[src/assert_macros.svh]
// Assertion macros shared by the keyboard event translator RTL.
// Used by the top level only; depends on signals clk and rst_n in scope.
`ifndef ASSERT_MACROS_SVH
`define ASSERT_MACROS_SVH

// Checks a property at every rising clock edge outside reset.
`define KET_ASSERT(label, prop, msg) \
    label: assert property (@(posedge clk) disable iff (!rst_n) (prop)) else $error(msg);

// Checks that a condition is followed by another one in the next cycle.
`define KET_ASSERT_NEXT(label, ante, cons, msg) \
    label: assert property (@(posedge clk) disable iff (!rst_n) (ante) |=> (cons)) \
        else $error(msg);

`endif

[src/ket_pkg.sv]
// Package of the keyboard event translator: field widths, key symbols and codes.
// Used by ket_keystate, ket_keymap and keyboard_event_translator.
package ket_pkg;

    localparam int SRC_W     = 2;
    localparam int KEYSYM_W  = 8;
    localparam int CODE_W    = 21;
    localparam int SIZE_W    = 9;
    localparam int LCOUNT_W  = 2;
    localparam int CFG_IDX_W = 2;
    localparam int IN_DATA_W  = 40;
    localparam int OUT_DATA_W = 40;

    localparam int DEF_NUM_SOURCES = 4;
    localparam int DEF_NUM_KEYS    = 256;
    localparam int DEF_NUM_LAYERS  = 2;

    localparam logic [LCOUNT_W-1:0] RST_LAYER_COUNT = 2'd2;
    localparam logic [SIZE_W-1:0]   RST_SIZE        = 9'd256;

    localparam logic [CFG_IDX_W-1:0] REG_LAYER_COUNT = 2'd0;
    localparam logic [CFG_IDX_W-1:0] REG_BASE_SIZE   = 2'd1;
    localparam logic [CFG_IDX_W-1:0] REG_SHIFT_SIZE  = 2'd2;
    localparam logic [CFG_IDX_W-1:0] REG_OTHER_LIMIT = 2'd3;

    localparam logic CMD_KEY  = 1'b0;
    localparam logic CMD_LOAD = 1'b1;

    localparam logic [KEYSYM_W-1:0] SYM_LSHIFT = 8'hE1;
    localparam logic [KEYSYM_W-1:0] SYM_RSHIFT = 8'hE5;
    localparam logic [KEYSYM_W-1:0] SYM_DELETE = 8'h4C;

    localparam int MOD_LCTRL = 0;
    localparam int MOD_LALT  = 1;
    localparam int MOD_RCTRL = 2;
    localparam int MOD_RALT  = 3;
    localparam int MOD_COUNT = 4;
    localparam logic [KEYSYM_W-1:0] MOD_SYM [MOD_COUNT] = '{8'hE0, 8'hE2, 8'hE4, 8'hE6};

    localparam logic [CODE_W-1:0] CHAR_TILDE = 21'h00007E;

    typedef enum logic [1:0] {
        ACT_PRESS   = 2'd0,
        ACT_REFIRE  = 2'd1,
        ACT_RELEASE = 2'd2
    } action_t;

    typedef struct packed {
        logic [LCOUNT_W-1:0] layer_count;
        logic [SIZE_W-1:0]   base_size;
        logic [SIZE_W-1:0]   shift_size;
        logic [SIZE_W-1:0]   other_limit;
    } cfg_t;

endpackage

[src/ket_keystate.sv]
// Key-state memory: one bit per source for each keysym, with a clearing pass after
// reset and forwarding of a write-back to a read issued at the same edge. Uses ket_pkg.
module ket_keystate #(
    parameter int NUM_SOURCES = ket_pkg::DEF_NUM_SOURCES,
    parameter int NUM_KEYS    = ket_pkg::DEF_NUM_KEYS,
    parameter int KEY_AW      = $clog2(ket_pkg::DEF_NUM_KEYS)
) (
    input  logic                   clk,
    input  logic                   rst_n,
    input  logic                   rd_en,
    input  logic [KEY_AW-1:0]      rd_addr,
    output logic [NUM_SOURCES-1:0] rd_data,
    input  logic                   wr_en,
    input  logic [KEY_AW-1:0]      wr_addr,
    input  logic [NUM_SOURCES-1:0] wr_data,
    output logic                   busy
);
    import ket_pkg::*;

    logic [NUM_SOURCES-1:0] kb_mem [NUM_KEYS];
    logic                   clr_active_reg;
    logic                   clr_active_next;
    logic [KEY_AW-1:0]      clr_addr_reg;
    logic [KEY_AW-1:0]      clr_addr_next;
    logic [NUM_SOURCES-1:0] rd_q_reg;
    logic                   fwd_hit_reg;
    logic [NUM_SOURCES-1:0] fwd_data_reg;
    logic                   mem_we;
    logic [KEY_AW-1:0]      mem_waddr;
    logic [NUM_SOURCES-1:0] mem_wdata;

    always_comb
    begin
        clr_active_next = clr_active_reg;
        clr_addr_next   = clr_addr_reg;
        if (clr_active_reg)
        begin
            clr_addr_next = clr_addr_reg + KEY_AW'(1);
            if (clr_addr_reg == KEY_AW'(NUM_KEYS - 1))
            begin
                clr_active_next = 1'b0;
            end
        end
    end

    always_ff @(posedge clk or negedge rst_n)
    begin
        if (!rst_n)
        begin
            clr_active_reg <= 1'b1;
            clr_addr_reg   <= '0;
        end
        else
        begin
            clr_active_reg <= clr_active_next;
            clr_addr_reg   <= clr_addr_next;
        end
    end

    assign mem_we    = clr_active_reg || wr_en;
    assign mem_waddr = clr_active_reg ? clr_addr_reg : wr_addr;
    assign mem_wdata = clr_active_reg ? '0 : wr_data;

    always_ff @(posedge clk)
    begin
        if (mem_we)
        begin
            kb_mem[mem_waddr] <= mem_wdata;
        end
        if (rd_en)
        begin
            rd_q_reg     <= kb_mem[rd_addr];
            fwd_hit_reg  <= wr_en && (wr_addr == rd_addr);
            fwd_data_reg <= wr_data;
        end
    end

    assign rd_data = fwd_hit_reg ? fwd_data_reg : rd_q_reg;
    assign busy    = clr_active_reg;

endmodule

[config.mk]
export PLATFORM = sky130hd
export DESIGN_NAME = ket_keystate
export DESIGN_NICKNAME = d
export VERILOG_FILES = /design/src/assert_macros.svh /design/src/ket_pkg.sv /design/src/ket_keystate.sv
export SDC_FILE = /design/constraint.sdc
export NUM_CORES = 1
export LEC_CHECK = 0
export ABC_AREA = 1
export BUFFER_PORTS_ARGS = -buffer_cell sky130_fd_sc_hd__buf_2
export CAP_MARGIN = 10
export CORE_MARGIN = 2
export CORE_UTILIZATION = 31
export DETAILED_ROUTE_END_ITERATION = 6
export PLACE_DENSITY = 0.55
export SLEW_MARGIN = 40
export SYNTH_ARGS = -nofsm -noshare
export SYNTH_HDL_FRONTEND = slang
export SYNTH_SLANG_ARGS = --single-unit
export TNS_END_PERCENT = 1
[constraint.sdc]
create_clock -name clk -period 24.6 [get_ports clk]
set_clock_uncertainty 0.05 [all_clocks]
set_input_delay 0 -clock clk [delete_from_list [all_inputs] [get_ports clk]]
set_output_delay 0 -clock clk [all_outputs]
set_load 0.01 [all_outputs]
Word level (Yosys, flattened, before mapping)
Memory sizes are Yosys's and may differ from the RTL's. A register that Yosys moved wholly into a read port is not among the register bits.
Index checks and enable logic that the tools add are counted.
{"block": "classes", "add_sub_neg": 1, "n_mul": 0, "div_mod_pow": 0, "n_lt_le_gt_ge": 0, "eq_ne": 2, "shifts": 0, "n_mux": 7, "bitwise_logic": 0, "reduce_logical": 2}
{"cell": "$add A8 B1 Y8 const B", "count": 1}
{"cell": "$eq A8 B8 Y1", "count": 1}
{"cell": "$eq A8 B8 Y1 const B", "count": 1}
{"cell": "$mux W4", "count": 2}
{"cell": "$mux W8", "count": 1}
{"cell": "$mux W1", "count": 4}
{"cell": "$logic_and A1 B1 Y1", "count": 1}
{"cell": "$logic_or A1 B1 Y1", "count": 1}
{"block": "totals", "regBits": 14, "latchBits": 0, "ramBits": 1024, "mem_bits_ro": 0, "in_bits": 24, "out_inout_bits": 5, "word_cells": 17, "n_memories": 1}
{"name": "kb_mem", "words": 256, "word_bits": 4, "read_ports": 1, "rd_ports_with_merged_regs": 1, "write_ports": 1, "line_no": "ket_keystate.sv:20", "text": "logic [NUM_SOURCES-1:0] kb_mem [NUM_KEYS];"}

Depth between registers and ports, before layout
Gate-level depths: netlist (run 1).
{"block": "logic_depth", "depth_word": 3, "mapped_depth": 14, "depth_no_buf": 11}

Worst setup path after synthesis (run 1)
Ideal clock, no wire load.
{"block": "synth_path", "path_kind": "flip-flop to flip-flop", "startpoint": "register clr_active_reg, in the netlist busy", "endpoint": "memory kb_mem[0][0] (netlist name) (data pin)", "setup_time_ps": 1406, "arrival_time_ps": 6495, "t_required_ps": 23144, "slack_ps": 16648, "stages_incl_launch_ff": 3, "path_buffers": 1, "synth_period_minus_slack_ps": 7952, "cell_sequence": "dfstp_2 -> buf_2 -> nor2_1"}
{"block": "synth_between", "elab_chain_len": 1}
{"item": "start: declaration", "line_no": "ket_keystate.sv:21", "text": "logic clr_active_reg;"}
{"item": "start signal: assignment", "line_no": "ket_keystate.sv:55", "text": "clr_active_reg <= clr_active_next;"}
{"item": "$mux W4", "line_no": "ket_keystate.sv:62", "text": "assign mem_wdata = clr_active_reg ? '0 : wr_data;"}
{"item": "named net mem_wdata[0]", "line_no": "ket_keystate.sv:30", "text": "logic [NUM_SOURCES-1:0] mem_wdata;"}
{"item": "end: declaration", "line_no": "ket_keystate.sv:20"}
The timed path passes the listed nets, and every way through them passes these cells.

==> run metrics, run 1 <==
Pwr per Cell Area=roughly 78 nW/um^2; simple-gate share of the synthesized area=0.241; XOR/XNOR share of the synthesized area=0.00182; Core Region=139000 sq um; Synth Area in Compound Gates=0.00205; final setup vio count=0; Initial DRC Count=3055; Post-DP HPWL=a little over 70 mm; Post-synth ARST share=0.00864; fraction of the mapped netlist area in adder cells=0.000288; Critical path origin=rd_addr[0]; commonest non-fill, non-tap cell in the layout=nand2_1; dominant cell type by area after synthesis=edfxtp_1; antenna violations before repair=3; Worst Path Arrival=4560 ps; RSZ-0062 raised after global routing=no; Hold WS=roughly 41 ps; Slew Limit Headroom=0.375; setup TNS=0 ps; Max Clk Rate=roughly 0.25 GHz; clk buf depth=3; crit path kind=in -> reg; # rows=around 140; reg-to-reg slack, setup=approximately 21000 ps; IO Port Bufs=28; I/O pin total=29; multiplexer share of the synthesized area=0.00104; syn_nets=between 3000 and 4000; First-pass DRT Iterations=5; worst vdd ir=approximately 0.054 mV; Synth top area share=0.714; Critical Path RT=25100 ps; DR WL/cell=between 20 and 25 um; global route overflow=0; layout cells sized above 1=0.0719; WL final=121 mm; post-synthesis cell count=~3800; Netlist cell types=33; Power, Total=3.81 mW; TritonCTS Buffers=approximately 110; H-tree depth=3; Min Clock Period, post-route=between 4000 and 5000 ps; prevailing post-synth register cell=edfxtp_1; area delta synth->final=12.5%; layout net count=between 3000 and 4000; final instance area=between 40000 and 50000 sq um; Via Count=roughly 29000; post-DR vias/cell=about 5; Worst Reg2Reg Path Length in Cells=7; diodes inserted=0; CP endpoint=rd_q_reg[1]; GP Congestion=a little over 0.8; Yosys Warn Count=0; Leak=16.6 nW; die area=approximately 140000 sq um; most frequent cells in the layout=1120 x nand2_1, 1033 x edfxtp_1, 987 x nand3_1; DRT antenna net count=0; Avg Cell Area, Syn=roughly 11 sq um; Die Wd=~380 um; Tightest Pin Transition=between 900 and 1000 ps; Post-synth EDFFs=1033; Fill cells=around 14000; final hold vios=0; type of the tightest min-delay check=in -> reg; Initial Utilization=0.312; fin crit share=0.165; outcome=complete, no violations; largest family of logic cells by synthesized area=simple AND/OR/NAND/NOR gates; CTS sink count=between 1000 and 1500; first-pass GRT wire length=~180 mm; Die Y=about 380 um; max-slew violation count=0; Startpoint Class=input port; largest net degree at the start of global routing=~210; clock root buffer=clkbuf_16; max reg flops=between 1000 and 1500; Synth area leaders=edfxtp_1 71%, nand3_1 11%, nand2_1 9.7%; fin cells=5726; #FFs+latches synth=1042; CTS tree=built; number of remaining DRC errors=0; Placed Cells=~5500; worst r2r src=busy; Clock Latency Late Sink=roughly 710 ps; R2R Path End=kb_mem[74][0]; post-synthesis cell area=43400 sq um; post-synthesis sequential area ratio=0.719; vias in the first global route=between 20000 and 30000; Max FO, Critical Path=211; clock-pin slew on the worst setup and hold paths=60 ps; Setup crit end kind=register; Post-DP Area=around 45000 sq um; GRT Util Overall=0.166; number of max-cap violations=0
-- critical path: stages --
cell and delay, ps:
buf_8 240, inv_16 550, clkbuf_8 780, clkbuf_8 730, buf_4 750, nand2_1 130, nand3_1 110, nand3_1 90
nand3_1 120, nand3_1 130, nand2_1 140, nand2_1 70, nand3_1 170, nand3_1 190, nand2_1 110
-- layer usage --
metal,GRT usage,vias to the layer above,part of all wire
met2,0.259,1021,0.46
met5,0,-,0.00031
met4,0.0573,6,0.031
met3,0.0319,195,0.073
met1,0.231,14171,0.44
li1,-,13276,-
-- worst min-delay path by stage --
stage | cells after the start | startpoint | slack [ps] | to
final | 2 | wr_data[0] | 40 | fwd_data_reg[0]
after global routing | 2 | wr_data[3] | 30 | fwd_data_reg[3]
after CTS | 2 | wr_data[3] | 3 | fwd_data_reg[3]
after floorplan | 0 | rst_n | -350 | clr_addr_reg[0]
after detailed placement | 1 | rst_n | -180 | clr_addr_reg[5]
after global placement | 1 | rst_n | -180 | clr_addr_reg[5]
-- synth_stat cells (5+ instances only) --
master and count:
nand2_1 1128, buf_2 156, clkbuf_1 48, buf_4 35, edfxtp_1 1033, nand3_1 987
nor2_1 293, buf_1 18, nor2_4 5, inv_2 9, nand2_2 11, xor2_1 8
inv_1 40, dfrtp_1 8
-- per-stage QoR --
| step | utilization | worst slack, ps |
|---|---|---|
| 2_1_floorplan | - | 16650 |
| 3_3_place_gp | 0.323 | 19250 |
| 3_5_place_dp | 0.324 | 19840 |
| 4_1_cts | 0.350 | 20580 |
| 5_1_grt | 0.350 | 20150 |
| 6_report | 0.350 | 20540 |
-- cell families (layout without fill, tap and decap cells) --
group,Yosys count,count (layout)
compound gates,13,13
xor+xnor,9,9
fa+ha+maj,1,1
buf+inv,309,348
flops,1042,1042
mux,4,4
simple gates,2433,2433
-- cell type report --
| type | count | area [sq um] | area share |
|---|---|---|---|
| Clock buffer | 146 | 2920 | 0.0598 |
| Clock inverter | 62 | 594 | 0.0122 |
| Inverter | 51 | 219 | 0.00448 |
| Multi-Input combinational cell | 2460 | 10700 | 0.220 |
| Sequential cell | 1042 | 31200 | 0.640 |
| Tap cell | 1876 | 2350 | 0.0481 |
| Timing Repair Buffer | 89 | 769 | 0.0158 |
-- what timing repair did --
action                                 4_1_cts  5_1_grt
resized for setup                            0        0
buffers inserted                             0        0
hold buffers                                14        0
endpoints found under the hold margin      121        0
-- power by group --
| part | internal [mW] | total, mW | switching, mW |
|---|---|---|---|
| Clock | 0.938 | 1.62 | 0.687 |
| Combinational | 0.0529 | 0.227 | 0.174 |
| Sequential | 1.96 | 1.96 | 0.00193 |
No activity file was read; power rests on OpenSTA's default activity.
==> inputs of run 2 (changes only) <==
- clock period: 24.6 -> 3.8 ns (I/O delays scaled with it)
==> run metrics, run 2 (same netlist as run 1, synthesis figures left out) <==
Worst Reg2Reg Path Length in Cells=4 (-3); Clock Latency Late Sink=680 ps (-30 ps); First-pass DRT Iterations=7 (+2); sequential standard cell area=31200 sq um (unchanged); DR WL/cell=20.5 um (-2.4%); IO Port Bufs=28 (unchanged); CTS tree=built; Initial Utilization=0.312 (unchanged); clock root buffer=clkbuf_16; die area=143000 sq um (unchanged); worst r2r src=busy; final instance area=49100 sq um (+0.55%); Slew Limit Headroom=0.429 (+0.0537); antenna violations before repair=3 (unchanged); vias in the first global route=27597 (-0.065%); Core Region=139000 sq um (unchanged); most frequent cells in the layout=1127 x nand2_1, 1033 x edfxtp_1, 987 x nand3_1; Setup crit end kind=register; number of max-cap violations=0 (unchanged); TritonCTS Buffers=110 (-0.90%); R2R Path End=kb_mem[58][3]; post-CTS sizing=0 (unchanged); type of the tightest min-delay check=in -> reg; outcome=complete, but fails checks; post-DR vias/cell=4.95 (-1.1%); final setup vio count=0 (unchanged); Max Clk Rate=0.326 GHz; Min Clock Period, post-route=slightly above 3000 ps; area delta synth->final=13.1%; Via Count=28430 (-0.83%); failing checks=design-rule violations; commonest non-fill, non-tap cell in the layout=nand2_1; Pwr per Cell Area=502 nW/um^2 (+540%); diodes inserted=0 (unchanged); fin crit share=0.806; WL final=118 mm (-2.2%); H-tree depth=3 (unchanged); Critical path origin=busy; Post-DP Area=45400 sq um (+0.56%); CTS sink count=1042 (unchanged); Startpoint Class=register; Worst Path Arrival=3350 ps (-1210 ps); layout net count=3798 (+0.48%); CP endpoint=kb_mem[58][3]; Die Y=378 um (unchanged); RSZ-0062 raised after global routing=no; max reg flops=1024 (unchanged); largest net degree at the start of global routing=161 (-24%); Tightest Pin Transition=856 ps (-80.5 ps); max-slew violation count=0 (unchanged); Post-DP HPWL=68.8 mm (-2.9%); global route overflow=0 (unchanged); multi-input gate area in the final layout=10700 sq um (-0.21%); worst vdd ir=0.347 mV (+540%); reg-to-reg slack, setup=740 ps (-20440 ps); number of remaining DRC errors=2 (+2); layout cells sized above 1=0.0748 (+0.00286); Die Wd=378 um (unchanged); Fill cells=13617 (-0.69%); GP Congestion=0.819 (+0.17%); DRT antenna net count=0 (unchanged); Initial DRC Count=2765 (-9.5%); crit path kind=reg -> reg; Leak=16.7 nW (+0.83%); I/O pin total=29 (unchanged); GRT Util Overall=0.163 (-0.00333); Final Core Density=0.352 (+0.00191); Critical Path RT=4090 ps (-21010 ps); final hold vios=0 (unchanged); first-pass GRT wire length=176 mm (-1.6%); clk buf depth=3 (unchanged); Max FO, Critical Path=20 (-91%); clock-pin slew on the worst setup and hold paths=60 ps (about the same); # rows=137 (unchanged)
## run 2: changes by cell type in the layout (fill, tap and decap cells not counted), sizes merged
cell,before,now
buf,73,91
clkbuf,148,132
clkinv,47,53
dlygate4sd3,14,17
bufinv,10,11
clkinvlp,2,3
## run 2: area by class of cell
type | count | share of cell area
sequential | 1042 | 0.636
inverter | 51 | 0.00443
clock buffer | 132 | 0.0590
multi-input combinational | 2460 | 0.218
timing repair buffer | 108 | 0.0216
clock inverter | 70 | 0.0125
tap | 1876 | 0.0478
## run 2: per-stage QoR
| stage | setup slack, ps | hold slack [ps] | power (mW) | std cells | setup TNS [ps] |
|---|---|---|---|---|---|
| detailed placement | 704 | -162 | 14.4 | 5520 | 0 |
| global placement | 663 | -164 | 14.4 | 5519 | 0 |
| CTS | 689 | 72.6 | 24.8 | 5739 | 0 |
| floorplan | -1400 | -346 | 13.8 | 3811 | -1433150 |
| finish | 737 | 112 | 24.7 | 5739 | 0 |
| global route | 527 | 85.5 | 25.4 | 5739 | 0 |
## run 2: power by group
part	leakage, nW	internal (mW)	total, mW	switching (mW)
registers	9.41	12.7	12.7	0.00584
logic	5.60	0.363	1.48	1.12
clock network	1.72	6.14	10.5	4.39
## run 2: critical path: stages, from the launching register on
cell and delay [ps]:
dfstp_2 770, o21ai_2 170, nor2_1 540, nand2_1 680, nor2_1 510
## run 2: repair_timing
| item | 4_1_cts | 5_1_grt |
|---|---|---|
| hold buffers | 17 | 0 |
| endpoints found under the hold margin | 140 | 0 |
| buffers inserted | 0 | 0 |
## run 2: layer usage
metal	up-vias	global-route usage	part of all wire
met5	-	0	0.00019
met4	4	0.0462	0.024
met3	187	0.0243	0.060
met2	926	0.272	0.48
met1	14029	0.220	0.44
li1	13284	-	-
## run 2: worst min path at each step
stage	slack, ps	start	endpoint	depth (start not counted)
5_1_grt	90	rd_addr[5]	rd_q_reg[3]	5
2_1_floorplan	-350	rst_n	clr_addr_reg[0]	0
6_report	110	rd_addr[5]	rd_q_reg[0]	5
3_5_place_dp	-160	rst_n	clr_addr_reg[6]	1
3_3_place_gp	-160	rst_n	clr_addr_reg[7]	1
4_1_cts	70	rd_addr[5]	rd_q_reg[3]	5
